--- src/i2c_master_transfer_sequencer_top_macros.svh ---
// Assertion macros for the I2C master transfer sequencer
`ifndef I2C_MASTER_TRANSFER_SEQUENCER_TOP_MACROS_SVH
`define I2C_MASTER_TRANSFER_SEQUENCER_TOP_MACROS_SVH

// same-cycle implication, sampled on clk, off during reset
`define I2CMS_ASSERT_IMP(lbl, ante, cons, msg) \
  lbl: assert property (@(posedge clk) disable iff (!rst_n) (ante) |-> (cons)) \
    else $error(msg);

// next-cycle implication
`define I2CMS_ASSERT_NXT(lbl, ante, cons, msg) \
  lbl: assert property (@(posedge clk) disable iff (!rst_n) (ante) |=> (cons)) \
    else $error(msg);

`endif

--- src/i2cms_pkg.sv ---
// Shared constants, operation codes and types of the I2C master transfer sequencer
package i2cms_pkg;

  localparam int CMD_DEPTH  = 8;
  localparam int DATA_DEPTH = 8;
  localparam int CMD_AW     = $clog2(CMD_DEPTH);
  localparam int DATA_AW    = $clog2(DATA_DEPTH);
  localparam int CNT_W      = 4;

  typedef enum logic [2:0] {
    OP_LOAD_CMD = 3'd0,
    OP_LOAD_TX  = 3'd1,
    OP_START_WR = 3'd2,
    OP_START_RD = 3'd3,
    OP_IRQ      = 3'd4
  } op_t;

  typedef struct packed {
    logic               cmd_we;
    logic               tx_we;
    logic [2:0]         waddr;
    logic [7:0]         wdata;
    logic [CMD_AW-1:0]  cmd_raddr;
    logic [DATA_AW-1:0] tx_raddr;
  } st_req_t;

  typedef struct packed {
    logic       accepted;
    logic       write_strobe;
    logic [7:0] write_value;
    logic       repeat_start;
    logic       read_strobe;
    logic       rx_store;
    logic [2:0] rx_position;
    logic [7:0] rx_value;
    logic       ack_enable;
    logic       master_mode;
    logic       transmit_dir;
    logic       busy_res;
  } res_t;

endpackage

--- src/i2cms_store.sv ---
// Command and transmit byte stores
module i2cms_store (
  input  logic                        clk,
  input  i2cms_pkg::st_req_t          req,
  output logic [7:0]                  cmd_rdata,
  output logic [7:0]                  cmd_rdata0,
  output logic [7:0]                  tx_rdata,
  output logic [7:0]                  tx_rdata0
);

  logic [7:0]                    cmd_mem_r [i2cms_pkg::CMD_DEPTH];
  logic [7:0]                    tx_mem_r  [i2cms_pkg::DATA_DEPTH];
  logic [7:0]                    cmd_rd_r;
  logic [7:0]                    cmd_rd0_r;
  logic [7:0]                    tx_rd_r;
  logic [7:0]                    tx_rd0_r;
  logic [i2cms_pkg::CMD_AW-1:0]  cmd_waddr;
  logic [i2cms_pkg::DATA_AW-1:0] tx_waddr;

  assign cmd_waddr = req.waddr[i2cms_pkg::CMD_AW-1:0];
  assign tx_waddr  = req.waddr[i2cms_pkg::DATA_AW-1:0];

  // reads are registered ahead at the positions the next beat uses
  always_ff @(posedge clk) begin
    if (req.cmd_we) begin
      cmd_mem_r[cmd_waddr] <= req.wdata;
    end
    if (req.tx_we) begin
      tx_mem_r[tx_waddr] <= req.wdata;
    end
    if (req.cmd_we && cmd_waddr == req.cmd_raddr) begin
      cmd_rd_r <= req.wdata;
    end else begin
      cmd_rd_r <= cmd_mem_r[req.cmd_raddr];
    end
    if (req.cmd_we && cmd_waddr == i2cms_pkg::CMD_AW'(0)) begin
      cmd_rd0_r <= req.wdata;
    end else begin
      cmd_rd0_r <= cmd_mem_r[i2cms_pkg::CMD_AW'(0)];
    end
    if (req.tx_we && tx_waddr == req.tx_raddr) begin
      tx_rd_r <= req.wdata;
    end else begin
      tx_rd_r <= tx_mem_r[req.tx_raddr];
    end
    if (req.tx_we && tx_waddr == i2cms_pkg::DATA_AW'(0)) begin
      tx_rd0_r <= req.wdata;
    end else begin
      tx_rd0_r <= tx_mem_r[i2cms_pkg::DATA_AW'(0)];
    end
  end

  assign cmd_rdata  = cmd_rd_r;
  assign cmd_rdata0 = cmd_rd0_r;
  assign tx_rdata   = tx_rd_r;
  assign tx_rdata0  = tx_rd0_r;

endmodule

--- src/i2cms_ctrl.sv ---
// Transfer state and per-event decision logic
module i2cms_ctrl (
  input  logic                            clk,
  input  logic                            rst_n,
  input  logic                            step,
  input  logic [2:0]                      operation,
  input  logic [2:0]                      load_index,
  input  logic [7:0]                      load_byte,
  input  logic [i2cms_pkg::CNT_W-1:0]     cmd_count,
  input  logic [i2cms_pkg::CNT_W-1:0]     data_count,
  input  logic                            bus_busy_flag,
  input  logic                            ack_status_flag,
  input  logic [7:0]                      bus_read_byte,
  input  logic [7:0]                      cmd_rdata,
  input  logic [7:0]                      cmd_rdata0,
  input  logic [7:0]                      tx_rdata,
  input  logic [7:0]                      tx_rdata0,
  output i2cms_pkg::st_req_t              st_req,
  output i2cms_pkg::res_t                 res
);

  logic                              busy_r, busy_nxt;
  logic                              master_r, master_nxt;
  logic                              dir_r, dir_nxt;
  logic                              overall_r, overall_nxt;
  logic                              ack_r, ack_nxt;
  logic [i2cms_pkg::CNT_W-1:0]       cmd_left_r, cmd_left_nxt;
  logic [i2cms_pkg::CNT_W-1:0]       data_left_r, data_left_nxt;
  logic [i2cms_pkg::CMD_AW-1:0]      cmd_pos_r, cmd_pos_nxt;
  logic [i2cms_pkg::DATA_AW-1:0]     data_pos_r, data_pos_nxt;

  always_comb begin
    logic                        done;
    logic [i2cms_pkg::CNT_W-1:0] left1;
    done          = 1'b0;
    left1         = '0;
    busy_nxt      = busy_r;
    master_nxt    = master_r;
    dir_nxt       = dir_r;
    overall_nxt   = overall_r;
    ack_nxt       = ack_r;
    cmd_left_nxt  = cmd_left_r;
    data_left_nxt = data_left_r;
    cmd_pos_nxt   = cmd_pos_r;
    data_pos_nxt  = data_pos_r;
    res           = '0;
    st_req.cmd_we    = 1'b0;
    st_req.tx_we     = 1'b0;
    st_req.waddr     = load_index;
    st_req.wdata     = load_byte;
    if (step) begin
      case (i2cms_pkg::op_t'(operation))
        i2cms_pkg::OP_LOAD_CMD: begin
          st_req.cmd_we = (int'(load_index) < i2cms_pkg::CMD_DEPTH);
        end
        i2cms_pkg::OP_LOAD_TX: begin
          st_req.tx_we = (int'(load_index) < i2cms_pkg::DATA_DEPTH);
        end
        i2cms_pkg::OP_START_WR, i2cms_pkg::OP_START_RD: begin
          if (!busy_r && data_count != '0 && !bus_busy_flag) begin
            res.accepted  = 1'b1;
            busy_nxt      = 1'b1;
            master_nxt    = 1'b1;
            dir_nxt       = 1'b1;
            overall_nxt   = (operation == i2cms_pkg::OP_START_WR);
            cmd_left_nxt  = cmd_count;
            data_left_nxt = data_count;
            cmd_pos_nxt   = '0;
            data_pos_nxt  = '0;
            if (cmd_count != '0) begin
              res.repeat_start = (operation == i2cms_pkg::OP_START_RD) &&
                                 (cmd_count == i2cms_pkg::CNT_W'(1));
              res.write_strobe = 1'b1;
              res.write_value  = cmd_rdata0;
              cmd_pos_nxt      = i2cms_pkg::CMD_AW'(1);
              cmd_left_nxt     = cmd_count - i2cms_pkg::CNT_W'(1);
            end else if (operation == i2cms_pkg::OP_START_WR) begin
              res.write_strobe = 1'b1;
              res.write_value  = tx_rdata0;
              data_pos_nxt     = i2cms_pkg::DATA_AW'(1);
              data_left_nxt    = data_count - i2cms_pkg::CNT_W'(1);
            end else begin
              dir_nxt         = 1'b0;
              ack_nxt         = (data_count != i2cms_pkg::CNT_W'(1));
              res.read_strobe = 1'b1;
            end
          end
        end
        i2cms_pkg::OP_IRQ: begin
          if (busy_r && master_r) begin
            if (dir_r) begin
              done = (cmd_left_r == '0) && (!overall_r || data_left_r == '0);
              if (ack_status_flag || done) begin
                if (overall_r || ack_status_flag) begin
                  master_nxt = 1'b0;
                  dir_nxt    = 1'b0;
                  busy_nxt   = 1'b0;
                end else begin
                  dir_nxt         = 1'b0;
                  ack_nxt         = (data_left_r != i2cms_pkg::CNT_W'(1));
                  res.read_strobe = 1'b1;
                  res.rx_store    = 1'b1;
                  res.rx_position = 3'(data_pos_r);
                  res.rx_value    = bus_read_byte;
                end
              end else if (cmd_left_r != '0) begin
                res.repeat_start = (cmd_left_r == i2cms_pkg::CNT_W'(1)) && !overall_r;
                res.write_strobe = 1'b1;
                res.write_value  = cmd_rdata;
                cmd_pos_nxt      = cmd_pos_r + i2cms_pkg::CMD_AW'(1);
                cmd_left_nxt     = cmd_left_r - i2cms_pkg::CNT_W'(1);
              end else begin
                res.write_strobe = 1'b1;
                res.write_value  = tx_rdata;
                data_pos_nxt     = data_pos_r + i2cms_pkg::DATA_AW'(1);
                if (data_left_r != '0) begin
                  data_left_nxt = data_left_r - i2cms_pkg::CNT_W'(1);
                end
              end
            end else begin
              ack_nxt         = (data_left_r != i2cms_pkg::CNT_W'(2));
              res.read_strobe = 1'b1;
              res.rx_store    = 1'b1;
              res.rx_position = 3'(data_pos_r);
              res.rx_value    = bus_read_byte;
              data_pos_nxt    = data_pos_r + i2cms_pkg::DATA_AW'(1);
              if (data_left_r != '0) begin
                left1 = data_left_r - i2cms_pkg::CNT_W'(1);
              end
              data_left_nxt = left1;
              if (left1 == '0) begin
                master_nxt = 1'b0;
                dir_nxt    = 1'b0;
                busy_nxt   = 1'b0;
              end
            end
          end
        end
        default: begin
        end
      endcase
    end
    st_req.cmd_raddr = cmd_pos_nxt;
    st_req.tx_raddr  = data_pos_nxt;
    res.ack_enable   = ack_nxt;
    res.master_mode  = master_nxt;
    res.transmit_dir = dir_nxt;
    res.busy_res     = busy_nxt;
  end

  always_ff @(posedge clk) begin
    if (!rst_n) begin
      busy_r      <= 1'b0;
      master_r    <= 1'b0;
      dir_r       <= 1'b0;
      overall_r   <= 1'b0;
      ack_r       <= 1'b1;
      cmd_left_r  <= '0;
      data_left_r <= '0;
      cmd_pos_r   <= '0;
      data_pos_r  <= '0;
    end else begin
      busy_r      <= busy_nxt;
      master_r    <= master_nxt;
      dir_r       <= dir_nxt;
      overall_r   <= overall_nxt;
      ack_r       <= ack_nxt;
      cmd_left_r  <= cmd_left_nxt;
      data_left_r <= data_left_nxt;
      cmd_pos_r   <= cmd_pos_nxt;
      data_pos_r  <= data_pos_nxt;
    end
  end

endmodule

--- src/i2c_master_transfer_sequencer_top.sv ---
// Top level of the I2C master transfer sequencer: input register, control, result register
//
//   channel | ports                       | handshake
//   in      | in_operation .. in_bus_read_byte | in_valid / in_stall
//   out     | out_accepted .. out_busy_res     | out_valid / out_stall
//
// One beat per cycle unless the output stalls; a beat passes the input and result registers.
// The input register feeds the control logic, which updates the transfer state and
// the byte stores and loads the result register in the same cycle.
// Store reads are registered ahead at the positions the next beat uses.
// Reset clears the transfer state; the byte stores hold garbage until loaded.
// A stalled result holds the input register; the input stalls only while both are full.
`include "i2c_master_transfer_sequencer_top_macros.svh"

module i2c_master_transfer_sequencer_top (
  input  logic                        clk,
  input  logic                        rst_n,
  input  logic                        in_valid,
  output logic                        in_stall,
  input  logic [2:0]                  in_operation,
  input  logic [2:0]                  in_load_index,
  input  logic [7:0]                  in_load_byte,
  input  logic [i2cms_pkg::CNT_W-1:0] in_cmd_count,
  input  logic [i2cms_pkg::CNT_W-1:0] in_data_count,
  input  logic                        in_bus_busy_flag,
  input  logic                        in_ack_status_flag,
  input  logic [7:0]                  in_bus_read_byte,
  output logic                        out_valid,
  input  logic                        out_stall,
  output logic                        out_accepted,
  output logic                        out_write_strobe,
  output logic [7:0]                  out_write_value,
  output logic                        out_repeat_start,
  output logic                        out_read_strobe,
  output logic                        out_rx_store,
  output logic [2:0]                  out_rx_position,
  output logic [7:0]                  out_rx_value,
  output logic                        out_ack_enable,
  output logic                        out_master_mode,
  output logic                        out_transmit_dir,
  output logic                        out_busy_res
);

  logic                        s1_valid_r;
  logic [2:0]                  s1_operation_r;
  logic [2:0]                  s1_load_index_r;
  logic [7:0]                  s1_load_byte_r;
  logic [i2cms_pkg::CNT_W-1:0] s1_cmd_count_r;
  logic [i2cms_pkg::CNT_W-1:0] s1_data_count_r;
  logic                        s1_bus_busy_r;
  logic                        s1_ack_status_r;
  logic [7:0]                  s1_read_byte_r;
  logic                        out_valid_r;
  i2cms_pkg::res_t             out_res_r;
  i2cms_pkg::res_t             res;
  i2cms_pkg::st_req_t          st_req;
  logic [7:0]                  cmd_rdata;
  logic [7:0]                  cmd_rdata0;
  logic [7:0]                  tx_rdata;
  logic [7:0]                  tx_rdata0;
  logic                        out_free;
  logic                        step;

  assign out_free = !out_valid_r || !out_stall;
  assign step     = s1_valid_r && out_free;
  assign in_stall = s1_valid_r && !out_free;

  always_ff @(posedge clk) begin
    if (!rst_n) begin
      s1_valid_r <= 1'b0;
    end else if (!in_stall) begin
      s1_valid_r <= in_valid;
    end
  end

  always_ff @(posedge clk) begin
    if (in_valid && !in_stall) begin
      s1_operation_r  <= in_operation;
      s1_load_index_r <= in_load_index;
      s1_load_byte_r  <= in_load_byte;
      s1_cmd_count_r  <= in_cmd_count;
      s1_data_count_r <= in_data_count;
      s1_bus_busy_r   <= in_bus_busy_flag;
      s1_ack_status_r <= in_ack_status_flag;
      s1_read_byte_r  <= in_bus_read_byte;
    end
  end

  i2cms_ctrl u_ctrl (
    .clk             (clk),
    .rst_n           (rst_n),
    .step            (step),
    .operation       (s1_operation_r),
    .load_index      (s1_load_index_r),
    .load_byte       (s1_load_byte_r),
    .cmd_count       (s1_cmd_count_r),
    .data_count      (s1_data_count_r),
    .bus_busy_flag   (s1_bus_busy_r),
    .ack_status_flag (s1_ack_status_r),
    .bus_read_byte   (s1_read_byte_r),
    .cmd_rdata       (cmd_rdata),
    .cmd_rdata0      (cmd_rdata0),
    .tx_rdata        (tx_rdata),
    .tx_rdata0       (tx_rdata0),
    .st_req          (st_req),
    .res             (res)
  );

  i2cms_store u_store (
    .clk        (clk),
    .req        (st_req),
    .cmd_rdata  (cmd_rdata),
    .cmd_rdata0 (cmd_rdata0),
    .tx_rdata   (tx_rdata),
    .tx_rdata0  (tx_rdata0)
  );

  always_ff @(posedge clk) begin
    if (!rst_n) begin
      out_valid_r <= 1'b0;
    end else if (out_free) begin
      out_valid_r <= s1_valid_r;
    end
  end

  always_ff @(posedge clk) begin
    if (step) begin
      out_res_r <= res;
    end
  end

  assign out_valid        = out_valid_r;
  assign out_accepted     = out_res_r.accepted;
  assign out_write_strobe = out_res_r.write_strobe;
  assign out_write_value  = out_res_r.write_value;
  assign out_repeat_start = out_res_r.repeat_start;
  assign out_read_strobe  = out_res_r.read_strobe;
  assign out_rx_store     = out_res_r.rx_store;
  assign out_rx_position  = out_res_r.rx_position;
  assign out_rx_value     = out_res_r.rx_value;
  assign out_ack_enable   = out_res_r.ack_enable;
  assign out_master_mode  = out_res_r.master_mode;
  assign out_transmit_dir = out_res_r.transmit_dir;
  assign out_busy_res     = out_res_r.busy_res;

  `I2CMS_ASSERT_IMP(a_idle_is_slave, out_valid_r && !out_res_r.busy_res, !out_res_r.master_mode && !out_res_r.transmit_dir, "idle result shows master or transmit")
  `I2CMS_ASSERT_IMP(a_accept_busy, out_valid_r && out_res_r.accepted, out_res_r.busy_res && out_res_r.master_mode, "accepted start without busy master")
  `I2CMS_ASSERT_IMP(a_rw_exclusive, out_valid_r, !(out_res_r.write_strobe && out_res_r.read_strobe), "write and read strobe in one beat")
  `I2CMS_ASSERT_NXT(a_step_fills_out, step, out_valid_r, "stepped item lost before result register")

endmodule

--- config.mk ---
export PLATFORM = sky130hd
export DESIGN_NAME = i2c_master_transfer_sequencer_top
export DESIGN_NICKNAME = d
export VERILOG_FILES = /design/src/i2cms_pkg.sv /design/src/i2cms_store.sv /design/src/i2cms_ctrl.sv /design/src/i2c_master_transfer_sequencer_top.sv
export VERILOG_INCLUDE_DIRS = /design/src /design/src/src
export SDC_FILE = /design/constraint.sdc
export NUM_CORES = 1
export LEC_CHECK = 0
export BUFFER_PORTS_ARGS = -buffer_cell sky130_fd_sc_hd__buf_4
export CELL_PAD_IN_SITES_DETAIL_PLACEMENT = 1
export CELL_PAD_IN_SITES_GLOBAL_PLACEMENT = 1
export CORE_ASPECT_RATIO = 1.1
export CORE_MARGIN = 4
export CORE_UTILIZATION = 55
export DETAILED_ROUTE_END_ITERATION = 8
export HOLD_SLACK_MARGIN = 0.1
export PLACE_DENSITY_LB_ADDON = 0.1
export SLEW_MARGIN = 5
export SYNTH_ARGS = -nofsm -noshare
export SYNTH_HDL_FRONTEND = slang
export SYNTH_SLANG_ARGS = --single-unit
--- constraint.sdc ---
create_clock -name clk -period 5.15 [get_ports clk]
set_clock_uncertainty 0.05 [all_clocks]
set_input_delay 1.03 -clock clk [delete_from_list [all_inputs] [get_ports clk]]
set_output_delay 1.03 -clock clk [all_outputs]
set_load 0.02 [all_outputs]
==> metrics.md <==
| Metric | Value |
|---|---|
| Mapped Area | 8889 µm² |
| Fmax | between 300 and 400 MHz |
| Fin. Hold Viols | 0 |
| Crit path capture type | flop |
| DR DRC count | 0 |
| Post-Syn Area per Cell | 15.87 µm² |
| CTS max path bufs | 3 |
| Critical path startpoint category | flop |
| Vias in the first global route | approximately 5700 |
| Dpl hpwl | between 10000 and 15000 µm |
| Clock latency at the later pin of the worst-skew pair | about 0.51 ns |
| RSZ-0062 raised after global routing | no |
| CP max stage cell | or3b_1 |
| Row count | 48 |
| Area Overhead vs Synth | 16.54% |
| Reg2reg setup slack | ~2.1 ns |
| ANT cells | 0 |
| Initial antenna violation count | 1 |
| WP data arrival | about 3.3 ns |
| CP delay by family, top | compound AO/OA/AOI/OAI gates |
| YS warnings | 0 |
| P per Cell Area | roughly 370 nW/µm² |
| Post-DR vias/cell | roughly 6.1 |
| Top_reg_cell synth | edfxtp_1 |
| Leakage power figure | 3.468 nW |
| Initial drt markers | 368 |
| Kind of critical path | flop to flop |
| Hold depth | 1 |
| Drt pass-1 iters | 7 |
| Area occupied by multi-input gates | 2554 µm² |
| CTS buffer count | 23 |
| Tmin final | approximately 3.1 ns |
| Initial Utilization | 0.5627 |
| # IOs | 66 |
| Post-CTS setup buffer count | 0 |
| Worst EP required | between 5 and 6 ns |
| Most common cell after layout, fill and taps aside | edfxtp_1 |
| Min-delay src | u_ctrl.cmd_pos_r[2]$_SDFF_PN0_ |
| Layout Nets | between 600 and 700 |
| First-pass GRT wire length | ~33000 µm |
| Setup_tns | 0 ns |
| Synth Register Bits | between 200 and 250 |
| Vias | ~5200 |
| Max-slew headroom | 0.2272 |
| Die W | 129.2 µm |
| Critical Path, Cell by Cell | or3b_1 -> a21oi_2 -> o21ai_0 -> o21ai_0 -> nand2_1 |
| Most frequent cells in the layout | edfxtp_1 (188), buf_4 (68), nor2_1 (32), mux4_2 (32), nand2_1 (29) |
| Clk sinks | ~220 |
| Sequential share of the synthesized area | 0.6959 |
| Synth async-reset ratio | 0 |
| Net count after synthesis | 608 |
| Endpoints failing setup | 0 |
| Worst r2r path cells | 5 |
| Post-Syn Instances | 560 |
| Hold Crit Class | flop to flop |
| CP max stage delay | 0.74 ns |
| FF-to-FF Start | s1_operation_r[0]$_DFFE_PP_ |
| Htree depth | 1 |
| Filler Cells Inserted | roughly 1400 |
| Root buf cell | clkbuf_16 |
| Reg clk slew, reported paths | roughly 0.060 ns |
| Most used cell, CP | o21ai_0 |
| Layout cell share with drive strength beyond 1 | 0.2430 |
| Core area | around 16000 µm² |
| Resized Gates After CTS | 0 |
| Final Core Density | 0.6558 |
| WP buf/inv | 0 |
| Worst-margin pin slew | about 1.2 ns |
| CTS tree | built |
| Die Ht | around 140 µm |
| Yosys cell types | 63 |
| VDD IR max | around 0.34 mV |
| Total wire length | ~21000 µm |
| Grt total ovfl | 0 |
| Drt wl/cell | about 25 µm |
| Routability cong. | between 0.8 and 0.9 |
| ANT nets after route | 0 |
| Hold-fix buffers at CTS | 0 |
| Port-buffer cells | 65 |
| Status | complete, no violations |
| Die ar. | ~18000 µm² |
| Pin count of the biggest net entering global routing | 33 |
| Tcrit/Tclk final | 0.5940 |
| Fin. max-slew vios | 0 |
| Max capacitance violation total | 0 |
| Gr usage total | 0.2396 |
| CP max FO | 18 |
| Number of flops mapped to enable cells by yosys | approximately 190 |
| RR Endpoint | out_transmit_dir$_DFFE_PP_ |
| Register area | 6186 µm² |
==> cell type report <==
cell class,instances,share of cell area
Sequential cell,215,0.5972
Clock buffer,28,0.05931
Inverter,13,0.004711
Tap cell,200,0.02416
Timing Repair Buffer,68,0.04928
Clock inverter,13,0.01884
Multi-Input combinational cell,309,0.2465
==> power by group <==
group / switching, mW / total, mW / leakage [nW] / internal [mW]
Clock: 0.664 / 1.76 / 0.389 / 1.10
Sequential: 0.0408 / 1.97 / 1.95 / 1.93
Combinational: 0.0828 / 0.143 / 1.13 / 0.0602
==> sequential cells by signal, indices dropped and copies added, names as in the netlist, 3 cells and up, named ones only <==
| signal | flops |
|---|---|
| s1_load_byte_r | 8 |
| s1_load_index_r | 3 |
| s1_data_count_r | 4 |
| u_ctrl.data_left_r | 4 |
| u_ctrl.data_pos_r | 3 |
| out_rx_value | 8 |
| u_store.cmd_mem_r | 64 |
| s1_read_byte_r | 8 |
| s1_operation_r | 3 |
| s1_cmd_count_r | 4 |
| out_rx_position | 3 |
| u_store.tx_mem_r | 64 |
| u_ctrl.cmd_pos_r | 3 |
| out_write_value | 8 |
| u_ctrl.cmd_left_r | 4 |
==> through the flow <==
step	hold WS [ns]	setup WS, ns	instances	cell area [µm²]	power [mW]
after floorplan	0.3928	1.909	560	8889	2.068
after global placement	0.4213	2.041	805	9549	2.138
after detailed placement	0.4154	1.864	805	9549	2.148
after CTS	0.4478	2.150	846	10360	3.895
after global routing	0.4748	1.942	846	10360	3.991
final	0.4414	2.091	846	10360	3.873
==> per-layer routing <==
metal	global-route usage	routed length, µm
met1	0.2908	8096
met2	0.4241	11330
met3	0.03878	1062
met4	0.1006	842
met5	0	13
==> worst register-to-register path, cell delays in order (launching register included) <==
cell,delay (ns)
edfxtp_1,0.66
or3b_1,0.74
a21oi_2,0.45
o21ai_0,0.42
o21ai_0,0.39
nand2_1,0.08
==> logic make-up after synthesis <==
| family | synth area share |
|---|---|
| flip-flops | 0.6959 |
| adder cells (fa/ha/maj) | 0.01689 |
| multiplexers | 0.1026 |
| AO/OA/AOI/OAI | 0.06546 |
| AND/OR/NAND/NOR | 0.09558 |
| buffers and inverters | 0.01760 |
| XOR/XNOR | 0.005912 |
==> cells in the mapped netlist, types with 6 or more instances <==
library cell	count	area, µm²
mux2i_1	18	180.2
xnor2_1	6	52.55
clkbuf_1	11	41.29
o21ai_0	18	90.09
ha_1	12	150.1
mux4_2	32	720.7
inv_1	13	48.80
and2_1	19	118.9
dfxtp_1	27	540.5
o22ai_1	10	62.56
nand2b_1	6	37.54
nor2_1	32	120.1
nand2_1	29	108.9
a21oi_1	17	85.08
nor3_1	14	70.07
or2_2	8	50.05
nand3b_1	10	75.07
nand3_1	12	60.06
edfxtp_1	188	5645
==> worst max path at each step <==
stage / startpoint / slack, ns / cells past startpoint / end
after floorplan: out_stall / 1.91 / 2 / s1_ack_status_r$_DFFE_PP_
after global placement: out_stall / 2.04 / 8 / u_ctrl.data_left_r[1]$_SDFFE_PN0P_
after detailed placement: out_stall / 1.86 / 5 / u_store.tx_mem_r[2][2]$_DFFE_PP_
after CTS: s1_operation_r[0]$_DFFE_PP_ / 2.15 / 5 / out_transmit_dir$_DFFE_PP_
after global routing: s1_operation_r[0]$_DFFE_PP_ / 1.94 / 5 / out_transmit_dir$_DFFE_PP_
final: s1_operation_r[0]$_DFFE_PP_ / 2.09 / 5 / out_transmit_dir$_DFFE_PP_
Note: power is estimated with default switching activity, not from simulation.
